## src/rtl/llj_pkg.sv

```systemverilog
// Shared types and constants for the least-loaded job scheduler.
// No dependencies; imported by the top level, the checker and the testbench.
`timescale 1ns / 1ps

package llj_pkg;

  parameter int MAX_MACHINES_DEF = 16;

  parameter int LOAD_W  = 32;
  parameter int CNT_W   = 5;
  parameter int START_W = 31;
  parameter int ID_W    = 16;
  parameter int DUR_W   = 16;
  parameter int MNUM_W  = 5;
  parameter int APB_AW  = 3;
  parameter int APB_DW  = 32;

  typedef enum logic [2:0] {
    ST_IDLE,
    ST_SCAN,
    ST_UPDATE,
    ST_SPAN,
    ST_OUT
  } llj_state_e;

  typedef enum logic {
    REG_MACHINE_COUNT = 1'b0,
    REG_START_TIME    = 1'b1
  } llj_reg_e;

endpackage

```

## src/rtl/llj_ram.sv

```systemverilog
// Generic single-write, single-read RAM with registered read data.
// Stand-alone; holds the per-machine loads of the scheduler.
`timescale 1ns / 1ps

module llj_ram #(
  parameter int WIDTH = 32,
  parameter int DEPTH = 16,
  parameter int AW    = (DEPTH > 1) ? $clog2(DEPTH) : 1
) (
  input  logic             clk_i,
  input  logic             we_i,
  input  logic [AW-1:0]    waddr_i,
  input  logic [WIDTH-1:0] wdata_i,
  input  logic [AW-1:0]    raddr_i,
  output logic [WIDTH-1:0] rdata_o
);

  logic [WIDTH-1:0] mem_q [DEPTH];
  logic [WIDTH-1:0] rdata_q;

  always_ff @(posedge clk_i) begin
    if (we_i) begin
      mem_q[waddr_i] <= wdata_i;
    end
    rdata_q <= mem_q[raddr_i];
  end

  assign rdata_o = rdata_q;

endmodule

```

## src/rtl/least_loaded_job_scheduler.sv

```systemverilog
// Least-loaded job scheduler: top level with sequencer, compare unit and register port.
// Depends on llj_pkg and llj_ram.
`timescale 1ns / 1ps

// Greedy list scheduler. Each accepted item is a job; it goes to the machine with the
// smallest load (finish time) among the first machine_count machines, ties to the lowest
// index. One comparator walks the loads held in a RAM, one machine per cycle. The effective
// machine count treats 0 as 1 and values above MAX_MACHINES as MAX_MACHINES. A job marked
// last passes through an extra state, ST_SPAN, that forms the makespan and reloads the loads.
// in_stall_o stays high from acceptance until the result has been taken. Writing either
// register reloads every load to start_time; reload is done by clearing per-machine valid
// bits, so the RAM itself is not rewritten.

module least_loaded_job_scheduler #(
  parameter int MAX_MACHINES = llj_pkg::MAX_MACHINES_DEF
) (
  input  logic                        clk_i,
  input  logic                        rst_ni,
  // APB register port
  input  logic                        psel,
  input  logic                        penable,
  input  logic                        pwrite,
  input  logic [llj_pkg::APB_AW-1:0]  paddr,
  input  logic [llj_pkg::APB_DW-1:0]  pwdata,
  output logic [llj_pkg::APB_DW-1:0]  prdata,
  output logic                        pready,
  // job input
  input  logic                        in_valid_i,
  output logic                        in_stall_o,
  input  logic [llj_pkg::ID_W-1:0]    job_id_i,
  input  logic [llj_pkg::DUR_W-1:0]   job_duration_i,
  input  logic                        last_job_i,
  // result output
  output logic                        out_valid_o,
  input  logic                        out_stall_i,
  output logic [llj_pkg::ID_W-1:0]    assigned_job_o,
  output logic [llj_pkg::MNUM_W-1:0]  chosen_machine_o,
  output logic [llj_pkg::LOAD_W-1:0]  job_start_o,
  output logic                        batch_done_o,
  output logic [llj_pkg::LOAD_W-1:0]  makespan_o
);

  import llj_pkg::*;

  localparam int IW = (MAX_MACHINES > 1) ? $clog2(MAX_MACHINES) : 1;
  localparam int CW = $clog2(MAX_MACHINES + 1);

  llj_state_e state_q, state_d;

  logic [CNT_W-1:0]   count_q;
  logic [START_W-1:0] start_q;
  logic [MAX_MACHINES-1:0] valid_q;

  logic [ID_W-1:0]   job_id_q;
  logic [DUR_W-1:0]  dur_q;
  logic              last_q;
  logic [CW-1:0]     idx_q;
  logic [IW-1:0]     best_q;
  logic [LOAD_W-1:0] best_load_q;
  logic [LOAD_W-1:0] max_q;
  logic              vld_rd_q;
  logic [MNUM_W-1:0] mnum_q;
  logic [LOAD_W-1:0] span_q;

  logic              cfg_we;
  llj_reg_e          cfg_reg;
  logic [CW-1:0]     n_eff;
  logic              in_acc;
  logic              out_acc;
  logic [IW-1:0]     raddr;
  logic [IW-1:0]     pos;
  logic [LOAD_W-1:0] rdata;
  logic [LOAD_W-1:0] load_eff;
  logic [LOAD_W:0]   sum;
  logic [LOAD_W-1:0] new_load;
  logic              ram_we;

  // ---------------------------------------------------------------- register port
  assign pready  = 1'b1;
  assign cfg_reg = llj_reg_e'(paddr[2]);
  assign cfg_we  = psel & penable & pwrite;

  always_comb begin
    case (cfg_reg)
      REG_MACHINE_COUNT: prdata = APB_DW'(count_q);
      REG_START_TIME:    prdata = APB_DW'(start_q);
      default:           prdata = '0;
    endcase
  end

  always_ff @(posedge clk_i or negedge rst_ni) begin
    if (!rst_ni) begin
      count_q <= CNT_W'(1);
      start_q <= '0;
    end else if (cfg_we) begin
      case (cfg_reg)
        REG_MACHINE_COUNT: count_q <= pwdata[CNT_W-1:0];
        REG_START_TIME:    start_q <= pwdata[START_W-1:0];
        default:           ;
      endcase
    end
  end

  // clamp to 1..MAX_MACHINES
  always_comb begin
    if (count_q == '0) begin
      n_eff = CW'(1);
    end else if (32'(count_q) > 32'(MAX_MACHINES)) begin
      n_eff = CW'(MAX_MACHINES);
    end else begin
      n_eff = CW'(count_q);
    end
  end

  // ---------------------------------------------------------------- sequencer
  assign in_acc  = in_valid_i & ~in_stall_o;
  assign out_acc = out_valid_o & ~out_stall_i;

  always_ff @(posedge clk_i or negedge rst_ni) begin
    if (!rst_ni) begin
      state_q <= ST_IDLE;
    end else begin
      state_q <= state_d;
    end
  end

  always_comb begin
    state_d = state_q;
    case (state_q)
      ST_IDLE:   if (in_acc) state_d = ST_SCAN;
      ST_SCAN:   if (idx_q == n_eff) state_d = ST_UPDATE;
      ST_UPDATE: state_d = last_q ? ST_SPAN : ST_OUT;
      ST_SPAN:   state_d = ST_OUT;
      ST_OUT:    if (out_acc) state_d = ST_IDLE;
      default:   state_d = ST_IDLE;
    endcase
  end

  assign in_stall_o  = (state_q != ST_IDLE);
  assign out_valid_o = (state_q == ST_OUT);

  // ---------------------------------------------------------------- load store
  // read address leads the compare: the registered RAM read returns its data in the next cycle
  assign raddr    = (state_q == ST_SCAN) ? idx_q[IW-1:0] : '0;
  assign pos      = IW'(idx_q - CW'(1));
  assign load_eff = vld_rd_q ? rdata : LOAD_W'(start_q);

  assign sum      = (LOAD_W+1)'(best_load_q) + (LOAD_W+1)'(dur_q);
  assign new_load = sum[LOAD_W] ? '1 : sum[LOAD_W-1:0];
  assign ram_we   = (state_q == ST_UPDATE);

  llj_ram #(
    .WIDTH (LOAD_W),
    .DEPTH (MAX_MACHINES),
    .AW    (IW)
  ) u_load_ram (
    .clk_i   (clk_i),
    .we_i    (ram_we),
    .waddr_i (best_q),
    .wdata_i (new_load),
    .raddr_i (raddr),
    .rdata_o (rdata)
  );

  // a cleared valid bit means the machine is still at start_time
  always_ff @(posedge clk_i or negedge rst_ni) begin
    if (!rst_ni) begin
      valid_q  <= '0;
      max_q    <= '0;
      vld_rd_q <= 1'b0;
    end else begin
      vld_rd_q <= valid_q[raddr];
      if (cfg_we) begin
        valid_q <= '0;
        if (cfg_reg == REG_START_TIME) begin
          max_q <= LOAD_W'(pwdata[START_W-1:0]);
        end else begin
          max_q <= LOAD_W'(start_q);
        end
      end else if (state_q == ST_UPDATE) begin
        valid_q[best_q] <= 1'b1;
        if (new_load > max_q) begin
          max_q <= new_load;
        end
      end else if (state_q == ST_SPAN) begin
        valid_q <= '0;
        max_q   <= LOAD_W'(start_q);
      end
    end
  end

  // ---------------------------------------------------------------- datapath
  always_ff @(posedge clk_i) begin
    case (state_q)
      ST_IDLE: begin
        if (in_acc) begin
          job_id_q    <= job_id_i;
          dur_q       <= job_duration_i;
          last_q      <= last_job_i;
          idx_q       <= CW'(1);
          best_q      <= '0;
          best_load_q <= '1;
        end
      end
      ST_SCAN: begin
        // strict compare keeps the lowest index on ties
        if (load_eff < best_load_q) begin
          best_q      <= pos;
          best_load_q <= load_eff;
        end
        idx_q <= idx_q + CW'(1);
      end
      ST_UPDATE: begin
        mnum_q <= MNUM_W'(32'(best_q) + 32'd1);
        span_q <= '0;
      end
      ST_SPAN: begin
        span_q <= max_q - LOAD_W'(start_q);
      end
      default: ;
    endcase
  end

  assign assigned_job_o   = job_id_q;
  assign chosen_machine_o = mnum_q;
  assign job_start_o      = best_load_q;
  assign batch_done_o     = last_q;
  assign makespan_o       = span_q;

endmodule

```

## config.mk

```make
export PLATFORM = sky130hd
export DESIGN_NAME = least_loaded_job_scheduler
export DESIGN_NICKNAME = d
export VERILOG_FILES = /design/src/rtl/llj_pkg.sv /design/src/rtl/llj_ram.sv /design/src/rtl/least_loaded_job_scheduler.sv
export SDC_FILE = /design/constraint.sdc
export NUM_CORES = 1
export LEC_CHECK = 0
export BUFFER_PORTS_ARGS = -buffer_cell sky130_fd_sc_hd__buf_2
export CORE_UTILIZATION = 42
export CTS_CLUSTER_SIZE = 14
export DETAILED_ROUTE_END_ITERATION = 16
export GPL_TIMING_DRIVEN = 0
export PLACE_DENSITY = 0.59
export SLEW_MARGIN = 25
export SYNTH_ARGS = -nofsm -noshare
export SYNTH_HDL_FRONTEND = slang
export SYNTH_HIERARCHICAL = 1
export SYNTH_SLANG_ARGS = --single-unit
```

## constraint.sdc

```tcl
create_clock -name clk_i -period 5.3 [get_ports clk_i]
set_input_delay 1.06 -clock clk_i [delete_from_list [all_inputs] [get_ports clk_i]]
set_output_delay 1.06 -clock clk_i [all_outputs]
set_load 0.02 [all_outputs]
```

======== After elaboration in Yosys (flattened, before gate mapping) ========
Memories as Yosys holds them, arrays and structs flattened. A register that Yosys moved wholly into a read port is not among the register bits.
Cells that the tools add are included.
W data, S select, Z words.
storage, ports and cells
  register bits ........................... 199
  RAM bits ................................ 512
  output and inout port bits .............. 121
  logic and storage cells ................. 92
  memories kept ........................... 1
memories
  memory            words  bits a word  read ports  clocked after Yosys merged registers in  wr ports  RTL line       text
  u_load_ram.mem_q  16     32           1           1                                        1         llj_ram.sv:18  logic [WIDTH-1:0] mem_q [DEPTH];
operators by class
  $add $sub $neg .......................... 5
  order comparisons ....................... 6
  equal/unequal tests ..................... 10
  muxes and demuxes ....................... 34
  bitwise gates (word level) .............. 8
  reductions and logical operators ........ 14
operators with widths
  kind                   count
  $mux W32               8
  $pmux W32 S2           3
  $mux W16               3
  $add A32 B16 Y33       1
  $gt A32 B32 Y1         1
  $lt A32 B32 Y1         1
  $sub A32 B31 Y32       1
  $mux W31               1
  $or A16 B16 Y16        1
  $mux W5                3
  $pmux W3 S5            1
  $mux W3                4
  $mux W4                3
  $lt A4 B5 Y1 const B   2
  $pmux W5 S2            1
  $reduce_and A2 Y1      5
  $pmux W4 S2            1
  $eq A3 B2 Y1 const B   2
  $reduce_and A3 Y1      2
  $reduce_bool A3 Y1     2
  $add A4 B1 Y5 const B  1
  $add A5 B1 Y5 const B  1
  $eq A5 B5 Y1           1
  $gt A5 B5 Y1 const B   1
  16 further kinds       27

======== Longest topological paths before layout ========
Gate-level depths: netlist of the first run.
  word-level depth ........................ 7
  mapped depth ............................ 20
  gate-level depth less buffers ........... 18

======== By module ========
Netlist of the first run, hierarchy kept.
by module, submodules not included
  module                      instances  cells each  area an instance (um^2)
  llj_ram                     1          838         19835.3
  least_loaded_job_scheduler  1          1404        13038.8

======== Worst setup path before layout of the first run ========
OpenSTA, ideal clock, no wires.
  path kind ............................... flip-flop to flip-flop
  from .................................... register best_load_q[0] (netlist: job_start_o[0])
  to ...................................... register max_q[28]
  library setup time ...................... 125 ps
  arrival time ............................ 4794 ps
  data required time ...................... 5175 ps
  path slack .............................. 381 ps
  cell stages (with the launch flop) ...... 20
  period minus slack after synthesis ...... 4919 ps
  cell sequence ........................... edfxtp_1 ha_1 fa_1 a211oi_1 o211ai_2 a21oi_2 a21oi_2 nand2_1 buf_2 buf_2 nand2_1 ha_1 a21oi_1 o21ai_0 o21ai_0 o211a_1 o211ai_1 a2bb2oi_2 buf_6 mux2_2
between the ends
  longest elaborated chain between the ends .. 5
ends and longest elaborated chain
  element                      RTL line                           text
  from (decl)                  least_loaded_job_scheduler.sv:59   logic [LOAD_W-1:0] best_load_q;
  from (signal assigned)       least_loaded_job_scheduler.sv:209  best_load_q <= load_eff;
  $add A32 B16 Y33             least_loaded_job_scheduler.sv:148  assign sum = (LOAD_W+1)'(best_load_q) + (LOAD_W+1)'(dur_q);
  $mux W32                     least_loaded_job_scheduler.sv:149  assign new_load = sum[LOAD_W] ? '1 : sum[LOAD_W-1:0];
  net new_load[21]             least_loaded_job_scheduler.sv:75   logic [LOAD_W-1:0] new_load;
  $gt A32 B32 Y1               least_loaded_job_scheduler.sv:182  if (new_load > max_q) begin
  $ne A3 B2 Y1 (no line)       -
  $reduce_and A2 Y1 (no line)  -
  to (signal assigned)         least_loaded_job_scheduler.sv:178  max_q <= LOAD_W'(start_q);
  to (signal assigned)         least_loaded_job_scheduler.sv:183  max_q <= new_load;
  to (signal assigned)         least_loaded_job_scheduler.sv:187  max_q <= LOAD_W'(start_q);
  to (decl)                    least_loaded_job_scheduler.sv:60   logic [LOAD_W-1:0] max_q;
The timed path passes the listed nets, and every way through them passes these cells. The select of a mux whose other input is x is not followed.
A chain may end at the register's enable or synchronous reset.

======== Final worst setup path of the first run ========
  from .................................... register best_load_q[0] (netlist: job_start_o[0])
  to ...................................... register max_q[29]
The elaborated chain is that of the path after synthesis.

==> summary.txt, run 1 <==
wire length per cell: 25.2 um
DR pass1 iterations: 5
Design Power: 0.0263 W
Placer Congestion: 0.965
setup_tns: 0 ns
max cap viols: 0
CP max-delay cell: edfxtp_1
Worst-Skew Late Latency: 0.63 ns
area delta synth->final: 18.4%
TritonCTS clock tree: built
fin cells: 3664
Slew headroom: 28.8%
syn nets: 2435
final setup fails: 0
Num CTS Buffers: 77
Pins Over Slew Limit: 0
worst hold margin: 0.281 ns
CTS H-tree depth: 3
Worst VDD drop: 0.300 mV
RSZ-0062 raised after global routing: no
Max clock buf depth: 3
Layout Nets: 2750
startpoint types: register
Avg Inst Size Synth: 14.7 sq um
Worst Path Max Fanout: 17
Clock Skews: 0.0140 ns
vias in the first global route: 20772
outcome: finished, final reports clean
largest net degree at the start of global routing: 68
synthesized flop and latch total: 743
clock root buffer: clkbuf_16
Post-Syn Area: 0.0329 sq mm
vias: 20916
initial antenna violation count: 1
gr usage total: 23.4%
Synth area leader: edfxtp_1
Placed Cells: 3513
share of cells above drive strength 1: 23.1%
CTS Hold Bufs: 0
DRC viols: 0
worst path required time: 5.80 ns
row count: 102
antenna-violating nets left: 0
Cell variety after synth: 79
endpoint class of the critical path: register
Gate Count Post-Synth: 2242
Max Fclk: 0.191 GHz
CP delay by family, top: compound AO/OA/AOI/OAI gates
Synth top area share: 56.9%
Buf/Inv on CP: 3
top cells by area, synth: edfxtp_1 57%, mux4_2 8.8%, dfrtp_1 6.6%
GR Overflow Total: 0
CP Cell Sequence: ha_1 > fa_1 > a211oi_2 > o211ai_2 > a21oi_4 > buf_4 > a2111oi_4 > or3_1 > and2_4 > ha_1 > a21o_1 > a21o_1 > a211oi_2 > o211a_1 > o211ai_1 > buf_4 > a2bb2oi_4 > buf_6 > mux2_1
clock sinks: 743
Leakage: 14.2 nW
Final Hold Vio Count: 0
final worst setup slack: 0.0595 ns
ys flop type: edfxtp_1
Worst Hold Class: in2async
# IOs: 196
Worst Path Arrival: 5.75 ns
Async SR Flop Fraction: 11.8%
1st-iter DRT viols: 1868
Via-to-Cell Ratio: 5.71
Tmin final: 5.24 ns
Yosys Warn Count: 6
CORE AREA: 0.0775 sq mm
CP peak stage delay: 0.48 ns
Buffers on Ports: 189
CTS clk-pin slew, worst paths: 0.06 ns
Die Area: 0.0794 sq mm
sequential-to-total area share from yosys stat: 65.6%
Final Cycle Share: 98.9%
height of the die: 282 um
routed wire length: 92200 um
DP Worst Slack: -1.54 ns
first-pass GRT wire length: 135000 um
most common cell after layout, fill and taps aside: edfxtp_1
Detail Placement HPWL: 68400 um
pwr dens: 675 mW/mm^2
crit path kind: reg2reg
EDFF count, synth: 623
Worst-Margin Slew: 1.06 ns
width of the die: 282 um
commonest cells after routing, fill and taps aside: 623 x edfxtp_1, 199 x buf_2, 174 x nand2_1, 129 x mux4_2
Initial Utilization: 42.4%
## flip-flops by register name (all words and copies together) (netlist names), 4 cells and up
register,flops
max_q,32
makespan_o,32
u_load_ram/rdata_o,32
chosen_machine_o,5
assigned_job_o,16
start_q,31
idx_q,5
count_q,5
u_load_ram/mem_q,512
valid_q,16
job_start_o,32
best_q,4
dur_q,16
## metal layers
layer | GRT usage, % | wire length (um) | vias to the layer above
li1 | - | - | 9260
met1 | 30.7 | 38200 | 10744
met5 | 0 | 0 | -
met4 | 8.81 | 3010 | 0
met3 | 2.99 | 5280 | 137
met2 | 39.6 | 45700 | 775
## cells in the mapped netlist, types with 7 or more instances
cell type,count
o21ai_0,117
and3_1,13
xor2_1,16
buf_2,14
dfrtp_1,87
o21ai_1,7
o21bai_1,8
nor3_1,33
o21a_1,16
buf_4,12
a22oi_1,64
inv_1,116
nand2_1,198
nor2_1,98
a21o_1,32
ha_1,116
nand3_1,23
and2_1,42
a211oi_1,9
mux2_2,14
o22ai_1,25
dfxtp_1,32
xnor2_1,30
clkbuf_1,62
nand2b_1,42
edfxtp_1,623
buf_1,11
mux2i_1,10
mux4_2,129
a31oi_1,28
o211ai_1,12
nor2b_1,14
nand4_1,16
a21oi_1,78
## cell families after synthesis
logic type	after synthesis	share of synthesized area [%]
mux	155	9.69
simple gates	512	7.37
other cells	2	0.0228
buf+inv	217	2.71
flops	743	65.6
fa+ha+maj	118	4.54
xor+xnor	46	1.23
compound gates	449	8.88
## stage by stage
stage	util (%)	instance area, sq um
2_1_floorplan	-	32900
3_3_place_gp	45.3	35100
3_5_place_dp	46.4	35900
4_1_cts	50.2	38900
5_1_grt	50.3	38900
6_report	50.3	38900
## path summary, 6_finish.rpt
kind                                                    from                 endpoint  slack [ns]  depth (start not counted)
worst max-delay path            job_start_o[0]$_SDFFCE_PN1P_    max_q[29]$_DFFE_PN0P_        0.06                         19
worst min-delay path                                  rst_ni  valid_q[15]$_DFFE_PN0P_        0.28                          1
worst max register to register  job_start_o[0]$_SDFFCE_PN1P_    max_q[29]$_DFFE_PN0P_        0.06                         19
worst min register to register        valid_q[6]$_DFFE_PN0P_   valid_q[6]$_DFFE_PN0P_        0.50                          1
max in group asynchronous                             rst_ni   start_q[5]$_DFFE_PN0P_        4.35                          2
min in group clk_i                    valid_q[6]$_DFFE_PN0P_   valid_q[6]$_DFFE_PN0P_        0.50                          1
## area by class of cell
class,count,area [sq um]
antenna,2,5.00
buffer,100,477
clock buffer,91,2000
clock inverter,53,642
fill,6571,38500
inverter,116,435
multi-input combinational,1283,10900
sequential,743,21600
tap,1040,1300
timing repair buffer,236,1660
## report_power, final
group          leakage (nW)  total (W)  switching [W]  internal [W]
combinational          5.89     0.0114        0.00744       0.00395
clock                  1.29    0.00567        0.00231       0.00336
sequential             6.98    0.00921       0.000557       0.00865
total                  14.2     0.0263         0.0103        0.0160
## repair_timing
item / CTS / global route
pin swaps: 4 / 1
gates resized for setup: 66 / 11
cloned: 1 / 0
endpoints found under the setup margin: 32 / 31
buffers inserted: 4 / 1
Note: power is estimated with default switching activity, not from simulation.
==> run 2, diff against run 1 <==
- CORE_ASPECT_RATIO: unset -> 0.7
- GPL_TIMING_DRIVEN: 0 -> unset
==> summary.txt, run 2 (synthesis results as in run 1) <==
GR Overflow Total: 0 (unchanged)
Reg2Reg Launch Point: job_start_o[0]$_SDFFCE_PN1P_ (unchanged)
max cap viols: 0 (unchanged)
clock sinks: 743 (unchanged)
Final Cycle Share: 96.9% (was 98.9%)
DRC viols: 0 (unchanged)
routed wire length: 91000 um (was 92200 um)
Worst Path Arrival: 5.63 ns (was 5.75 ns)
vias in the first global route: 20246 (was 20772)
wire length per cell: 25.3 um (was 25.2 um)
r2r setup slk: 0.16 ns (was 0.06 ns)
met2 GRT Util: 33.6% (was 39.6%)
Die Area: 0.0794 sq mm (about the same)
max FFs per register: 512 (unchanged)
Num CTS Buffers: 72 (was 77)
utilization after layout: 49.1% (was 50.3%)
endpoint class of the critical path: register (unchanged)
height of the die: 236 um (was 282 um)
met3 Usage GRT: 4.81% (was 2.99%)
width of the die: 336 um (was 282 um)
CTS clk-pin slew, worst paths: 0.06 ns (about the same)
Buf/Inv on CP: 3 (unchanged)
CP max-delay cell: or4_1 (was edfxtp_1)
Placer Congestion: 1.05 (was 0.965)
CP Cell Sequence: ha_1 > fa_1 > a211oi_2 > o211ai_2 > a21oi_4 > buf_4 > a2111oi_4 > buf_4 > or3_1 > and2_1 > ha_1 > nand4_1 > nor2_1 > nand3_1 > or4_1 > o21ai_1 > a2bb2oi_4 > buf_12 > mux2_1 (was ha_1 > fa_1 > a211oi_2 > o211ai_2 > a21oi_4 > buf_4 > a2111oi_4 > or3_1 > and2_4 > ha_1 > a21o_1 > a21o_1 > a211oi_2 > o211a_1 > o211ai_1 > buf_4 > a2bb2oi_4 > buf_6 > mux2_1)
hold_sp: valid_q[14]$_DFFE_PN0P_
CP peak stage delay: 0.49 ns (was 0.48 ns)
Via-to-Cell Ratio: 5.74 (was 5.71)
setup_tns: 0 ns (unchanged)
Worst Hold Class: reg2reg (was in2async)
Worst-Skew Late Latency: 0.62 ns (was 0.63 ns)
Max Fclk: 0.195 GHz (was 0.191 GHz)
Pins Over Slew Limit: 0 (unchanged)
initial antenna violation count: 1 (unchanged)
pwr dens: 673 mW/mm^2 (was 675 mW/mm^2)
GR Util met1: 35.4% (was 30.7%)
worst hold stages: 1
outcome: finished, final reports clean (unchanged)
final setup fails: 0 (unchanged)
most common cell after layout, fill and taps aside: edfxtp_1 (unchanged)
CP delay by family, top: simple AND/OR/NAND/NOR gates (was compound AO/OA/AOI/OAI gates)
Final Hold Vio Count: 0 (unchanged)
worst path required time: 5.80 ns (about the same)
Design Power: 0.0255 W (was 0.0263 W)
Top reg by flops: u_load_ram/mem_q (unchanged)
Leakage: 13.9 nW (was 14.2 nW)
1st-iter DRT viols: 2132 (was 1868)
antenna-violating nets left: 0 (unchanged)
DR pass1 iterations: 5 (unchanged)
Reg2Reg Depth: 19 (unchanged)
largest net degree at the start of global routing: 63 (was 68)
Max clock buf depth: 3 (unchanged)
most used routing layer: met1 (was met2)
row count: 85 (was 102)
Layout Nets: 2688 (was 2750)
clock root buffer: clkbuf_16 (unchanged)
TritonCTS clock tree: built (unchanged)
Worst VDD drop: 0.503 mV (was 0.300 mV)
share of cells above drive strength 1: 22.5% (was 23.1%)
Worst Hold End: valid_q[14]$_DFFE_PN0P_
crit path kind: reg2reg (unchanged)
area delta synth->final: 15.3% (was 18.4%)
Tmin final: 5.14 ns (was 5.24 ns)
commonest cells after routing, fill and taps aside: 623 x edfxtp_1, 197 x nand2_1, 189 x buf_2, 129 x mux4_2, 117 x o21ai_0 (was 623 x edfxtp_1, 199 x buf_2, 174 x nand2_1, 129 x mux4_2)
RSZ-0062 raised after global routing: no (unchanged)
Worst Path Max Fanout: 14 (was 17)
CTS H-tree depth: 3 (unchanged)
first-pass GRT wire length: 133000 um (was 135000 um)
Worst-Margin Slew: 0.959 ns (was 1.06 ns)
Initial Utilization: 42.6% (was 42.4%)
# IOs: 196 (unchanged)
Buffers on Ports: 190 (was 189)
startpoint types: register (unchanged)
Clock Skews: 0.0210 ns (was 0.0140 ns)
reg2reg end: max_q[29]$_DFFE_PN0P_ (unchanged)
Detail Placement HPWL: 62100 um (was 68400 um)
Slew headroom: 34.4% (was 28.8%)
CORE AREA: 0.0772 sq mm (was 0.0775 sq mm)
gr usage total: 23.1% (was 23.4%)
CTS Hold Bufs: 0 (unchanged)
vias: 20661 (was 20916)
Antenna Cells: 0 (was 2)
## run 2: cell count changes in the layout (fill, tap and decap cells not counted), moves of 5 or more
cell and change:
buf_1 -11, buf_16 -12, buf_2 -10, buf_4 +47, buf_6 -5, bufinv_16 -11
clkbuf_1 -47, clkbuf_8 +8, clkinv_1 -10, nand2_1 +23, nand2_4 -19
## run 2: worst register-to-register path, cell delays in order, from the launching register on
cell and delay, ns:
edfxtp_1 0.41, ha_1 0.27, fa_1 0.46, a211oi_2 0.31, o211ai_2 0.20, a21oi_4 0.35
buf_4 0.19, a2111oi_4 0.06, buf_4 0.20, or3_1 0.36, and2_1 0.16, ha_1 0.31
nand4_1 0.08, nor2_1 0.10, nand3_1 0.15, or4_1 0.49, o21ai_1 0.25, a2bb2oi_4 0.16
buf_12 0.19, mux2_1 0.31
## run 2: area by class of cell
| type | instances | area, sq um |
|---|---|---|
| fillers | 6692 | 39300 |
| clock buffers | 107 | 2050 |
| multi-input cells | 1282 | 10600 |
| repair buffers | 280 | 1720 |
| clock inverters | 25 | 225 |
| well taps | 1044 | 1310 |
| flip-flops and latches | 743 | 21600 |
| inverters | 116 | 443 |
## run 2: routing by layer
metal	part of all wire [%]	vias to the layer above
met5	0.0099	-
met2	44	819
met3	8.0	102
met1	46	10636
met4	1.7	2
li1	-	9102
## run 2: worst max path at each step
stage                                       end  slack, ns                    startpoint  cells past startpoint
final                     max_q[29]$_DFFE_PN0P_       0.16  job_start_o[0]$_SDFFCE_PN1P_                     19
after global routing      max_q[29]$_DFFE_PN0P_       0.02  job_start_o[0]$_SDFFCE_PN1P_                     19
after CTS                 max_q[17]$_DFFE_PN0P_       0.05  job_start_o[0]$_SDFFCE_PN1P_                     18
after detailed placement  max_q[29]$_DFFE_PN0P_       0.09  job_start_o[0]$_SDFFCE_PN1P_                     18
after global placement    max_q[18]$_DFFE_PN0P_       0.13  job_start_o[0]$_SDFFCE_PN1P_                     18
after floorplan           max_q[28]$_DFFE_PN0P_       0.38  job_start_o[0]$_SDFFCE_PN1P_                     19
## run 2: where the power goes
group / leakage, nW / total, W / switching [W] / internal (W)
logic: 5.75 / 0.0112 / 0.00708 / 0.00409
registers: 6.98 / 0.00929 / 0.000650 / 0.00864
clock network: 1.12 / 0.00504 / 0.00223 / 0.00281
total: 13.9 / 0.0255 / 0.00997 / 0.0155
## run 2: timing repair
action	4_1_cts	5_1_grt
buffers inserted	0	1
setup endpoints to repair	0	31
gates resized for setup	0	5
## run 2: metrics by stage
stage | instance area, sq um | std cells | setup WS [ns] | hold slack [ns]
6_report | 37900 | 3597 | 0.164 | 0.491
3_5_place_dp | 35600 | 3464 | 0.0931 | 0.483
5_1_grt | 37900 | 3597 | 0.0181 | 0.505
4_1_cts | 37900 | 3596 | 0.0463 | 0.496
2_1_floorplan | 32900 | 2242 | 0.381 | 0.454
3_3_place_gp | 35600 | 3463 | 0.128 | 0.472
==> run 3, diff against run 2 <==
- CORE_ASPECT_RATIO: 0.7 -> 1.25
- REMOVE_ABC_BUFFERS: unset -> 1
- TNS_END_PERCENT: unset -> 5
==> summary.txt, run 3 (synthesis results as in run 1) <==
CP peak stage delay: 0.42 ns (was 0.49 ns)
Worst Hold Class: in2async (was reg2reg)
DR pass1 iterations: 5 (unchanged)
Buf/Inv on CP: 5 (was 3)
routed wire length: 95600 um (was 91000 um)
Worst-Skew Late Latency: 0.65 ns (was 0.62 ns)
reg2reg end: max_q[18]$_DFFE_PN0P_ (was max_q[29]$_DFFE_PN0P_)
Detail Placement HPWL: 65000 um (was 62100 um)
Worst Path Arrival: 5.62 ns (was 5.63 ns)
CP delay by family, top: compound AO/OA/AOI/OAI gates (was simple AND/OR/NAND/NOR gates)
Num CTS Buffers: 77 (was 72)
Cell Int Power: 0.0161 W (was 0.0155 W)
endpoint class of the critical path: register (unchanged)
Placed Cells: 3485 (was 3464)
final setup fails: 0 (unchanged)
stages on the worst setup path: 21 (was 19)
gr usage total: 24.4% (was 23.1%)
largest net degree at the start of global routing: 131 (was 63)
antenna-violating nets left: 0 (unchanged)
Top reg by flops: u_load_ram/mem_q (unchanged)
pwr dens: 677 mW/mm^2 (was 673 mW/mm^2)
CTS clk-pin slew, worst paths: 0.06 ns (about the same)
clock root buffer: clkbuf_16 (unchanged)
Worst VDD drop: 0.439 mV (was 0.503 mV)
Reg2Reg Launch Point: job_start_o[0]$_SDFFCE_PN1P_ (unchanged)
CP Cell Sequence: ha_1 > fa_1 > a211oi_2 > buf_4 > o211ai_2 > a21oi_2 > buf_4 > buf_4 > a2111oi_4 > or3_1 > and2_1 > ha_1 > a21o_1 > a21o_1 > a211oi_2 > o211a_1 > o211ai_1 > a2bb2oi_4 > buf_12 > buf_4 > a31o_2 (was ha_1 > fa_1 > a211oi_2 > o211ai_2 > a21oi_4 > buf_4 > a2111oi_4 > buf_4 > or3_1 > and2_1 > ha_1 > nand4_1 > nor2_1 > nand3_1 > or4_1 > o21ai_1 > a2bb2oi_4 > buf_12 > mux2_1)
Pins Over Slew Limit: 0 (unchanged)
crit path kind: reg2reg (unchanged)
share of total power in the clock network: 21.2% (was 19.8%)
Sw Ratio: 38.1% (was 39.1%)
Clock Skews: 0.0220 ns (was 0.0210 ns)
share of cells above drive strength 1: 23.7% (was 22.5%)
RSZ-0062 raised after global routing: no (unchanged)
Tmin final: 5.10 ns (was 5.14 ns)
# IOs: 196 (unchanged)
Buffers on Ports: 190 (unchanged)
Final Hold Vio Count: 0 (unchanged)
area delta synth->final: 16.9% (was 15.3%)
Initial Utilization: 42.4% (was 42.6%)
row count: 114 (was 85)
Placer Congestion: 0.940 (was 1.05)
most common cell after layout, fill and taps aside: edfxtp_1 (unchanged)
DRC viols: 0 (unchanged)
vias in the first global route: 20812 (was 20246)
DP Worst Slack: -0.131 ns (was 0.0931 ns)
Final Cycle Share: 96.3% (was 96.9%)
Die Area: 0.0794 sq mm (about the same)
max FFs per register: 512 (unchanged)
Slew headroom: 35.8% (was 34.4%)
Reg2Reg Depth: 21 (was 19)
height of the die: 315 um (was 236 um)
Worst Path Max Fanout: 13 (was 14)
CP max-delay cell: fa_1 (was or4_1)
clock sinks: 743 (unchanged)
CTS Hold Bufs: 0 (unchanged)
CP most frequent cell: buf_4
fin cells: 3633 (was 3597)
first-pass GRT wire length: 140000 um (was 133000 um)
width of the die: 252 um (was 336 um)
CTS H-tree depth: 3 (unchanged)
crit path launch: job_start_o[0]$_SDFFCE_PN1P_ (unchanged)
CORE AREA: 0.0775 sq mm (was 0.0772 sq mm)
initial antenna violation count: 4 (was 1)
Worst-Margin Slew: 0.964 ns (was 0.959 ns)
1st-iter DRT viols: 1982 (was 2132)
final worst setup slack: 0.198 ns (was 0.164 ns)
Worst Setup EP: max_q[18]$_DFFE_PN0P_ (was max_q[29]$_DFFE_PN0P_)
Max clock buf depth: 3 (unchanged)
Via-to-Cell Ratio: 5.70 (was 5.74)
GR Overflow Total: 0 (unchanged)
Layout Nets: 2717 (was 2688)
vias: 20721 (was 20661)
startpoint types: register (unchanged)
wire length per cell: 26.3 um (was 25.3 um)
TritonCTS clock tree: built (unchanged)
max cap viols: 0 (unchanged)
Leakage: 14.1 nW (was 13.9 nW)
Design Power: 0.0260 W (was 0.0255 W)
r2r setup slk: 0.20 ns (was 0.16 ns)
Flop pwr share: 35.6% (was 36.4%)
Antenna Cells: 0 (unchanged)
commonest cells after routing, fill and taps aside: 623 x edfxtp_1, 198 x nand2_1, 189 x buf_2, 129 x mux4_2 (was 623 x edfxtp_1, 197 x nand2_1, 189 x buf_2, 129 x mux4_2, 117 x o21ai_0)
outcome: finished, final reports clean (unchanged)
Max Fclk: 0.196 GHz (was 0.195 GHz)
Comb power frac: 43.2% (was 43.8%)
worst path required time: 5.82 ns (was 5.80 ns)
P_sw: 0.00992 W (was 0.00997 W)
==> run 3: cell count changes in the layout (fill, tap and decap cells not counted), moves of 2 or more <==
cell,before,now
clkinvlp_4,0,3
clkinv_4,0,4
buf_4,84,106
bufinv_16,2,7
clkbuf_16,73,80
clkinv_8,3,1
buf_12,5,7
clkbuf_1,24,22
clkbuf_8,10,8
==> run 3: metrics by stage <==
| step | instance area [sq um] | hold WS, ns | TNS [ns] | utilization (%) |
|---|---|---|---|---|
| 6_report | 38400 | 0.491 | 0 | 49.6 |
| 2_1_floorplan | 32400 | 0.454 | -85.22 | - |
| 4_1_cts | 38400 | 0.495 | 0 | 49.6 |
| 3_5_place_dp | 35800 | 0.481 | -1.09 | 46.2 |
| 3_3_place_gp | 35800 | 0.477 | -0.355 | 46.2 |
| 5_1_grt | 38400 | 0.515 | 0 | 49.6 |
==> run 3: worst min path at each step <==
stage | start | endpoint | slack, ns | cells past startpoint
6_report | rst_ni | count_q[1]$_DFFE_PN0P_ | 0.49 | 1
5_1_grt | valid_q[4]$_DFFE_PN0P_ | valid_q[4]$_DFFE_PN0P_ | 0.51 | 2
4_1_cts | valid_q[5]$_DFFE_PN0P_ | valid_q[5]$_DFFE_PN0P_ | 0.49 | 2
3_5_place_dp | valid_q[5]$_DFFE_PN0P_ | valid_q[5]$_DFFE_PN0P_ | 0.48 | 2
3_3_place_gp | valid_q[3]$_DFFE_PN0P_ | valid_q[3]$_DFFE_PN0P_ | 0.48 | 2
2_1_floorplan | valid_q[9]$_DFFE_PN0P_ | valid_q[9]$_DFFE_PN0P_ | 0.45 | 2
==> run 3: metal layers <==
| layer | track usage (%) | up-vias | wire length, um |
|---|---|---|---|
| li1 | - | 9181 | - |
| met1 | 32.3 | 10632 | 39600 |
| met4 | 7.99 | 0 | 2680 |
| met5 | 0 | - | 0 |
| met3 | 3.49 | 131 | 5920 |
| met2 | 41.4 | 777 | 47400 |
==> run 3: what timing repair did <==
action / CTS / global route
buffers inserted: 3 / 0
pin swaps: 1 / 1
endpoints found under the setup margin: 15 / 31
cloned: 1 / 0
resized for setup: 0 / 5
==> run 3: power by group through the flow <==
stage	clock [W]	sequential, W	combinational (W)
floorplan	0	0.00946	0.00700
global placement	0	0.00935	0.0109
detailed placement	0	0.00937	0.0111
CTS	0.00563	0.00926	0.0112
global route	0.00585	0.00934	0.0122
finish	0.00552	0.00926	0.0112
==> run 3: cell type report <==
| class | instances | area, sq um |
|---|---|---|
| flip-flops and latches | 743 | 21600 |
| clock inverters | 34 | 382 |
| repair buffers | 303 | 1890 |
| inverters | 116 | 443 |
| fillers | 6636 | 39000 |
| multi-input cells | 1283 | 10600 |
| well taps | 1044 | 1310 |
| clock buffers | 110 | 2190 |
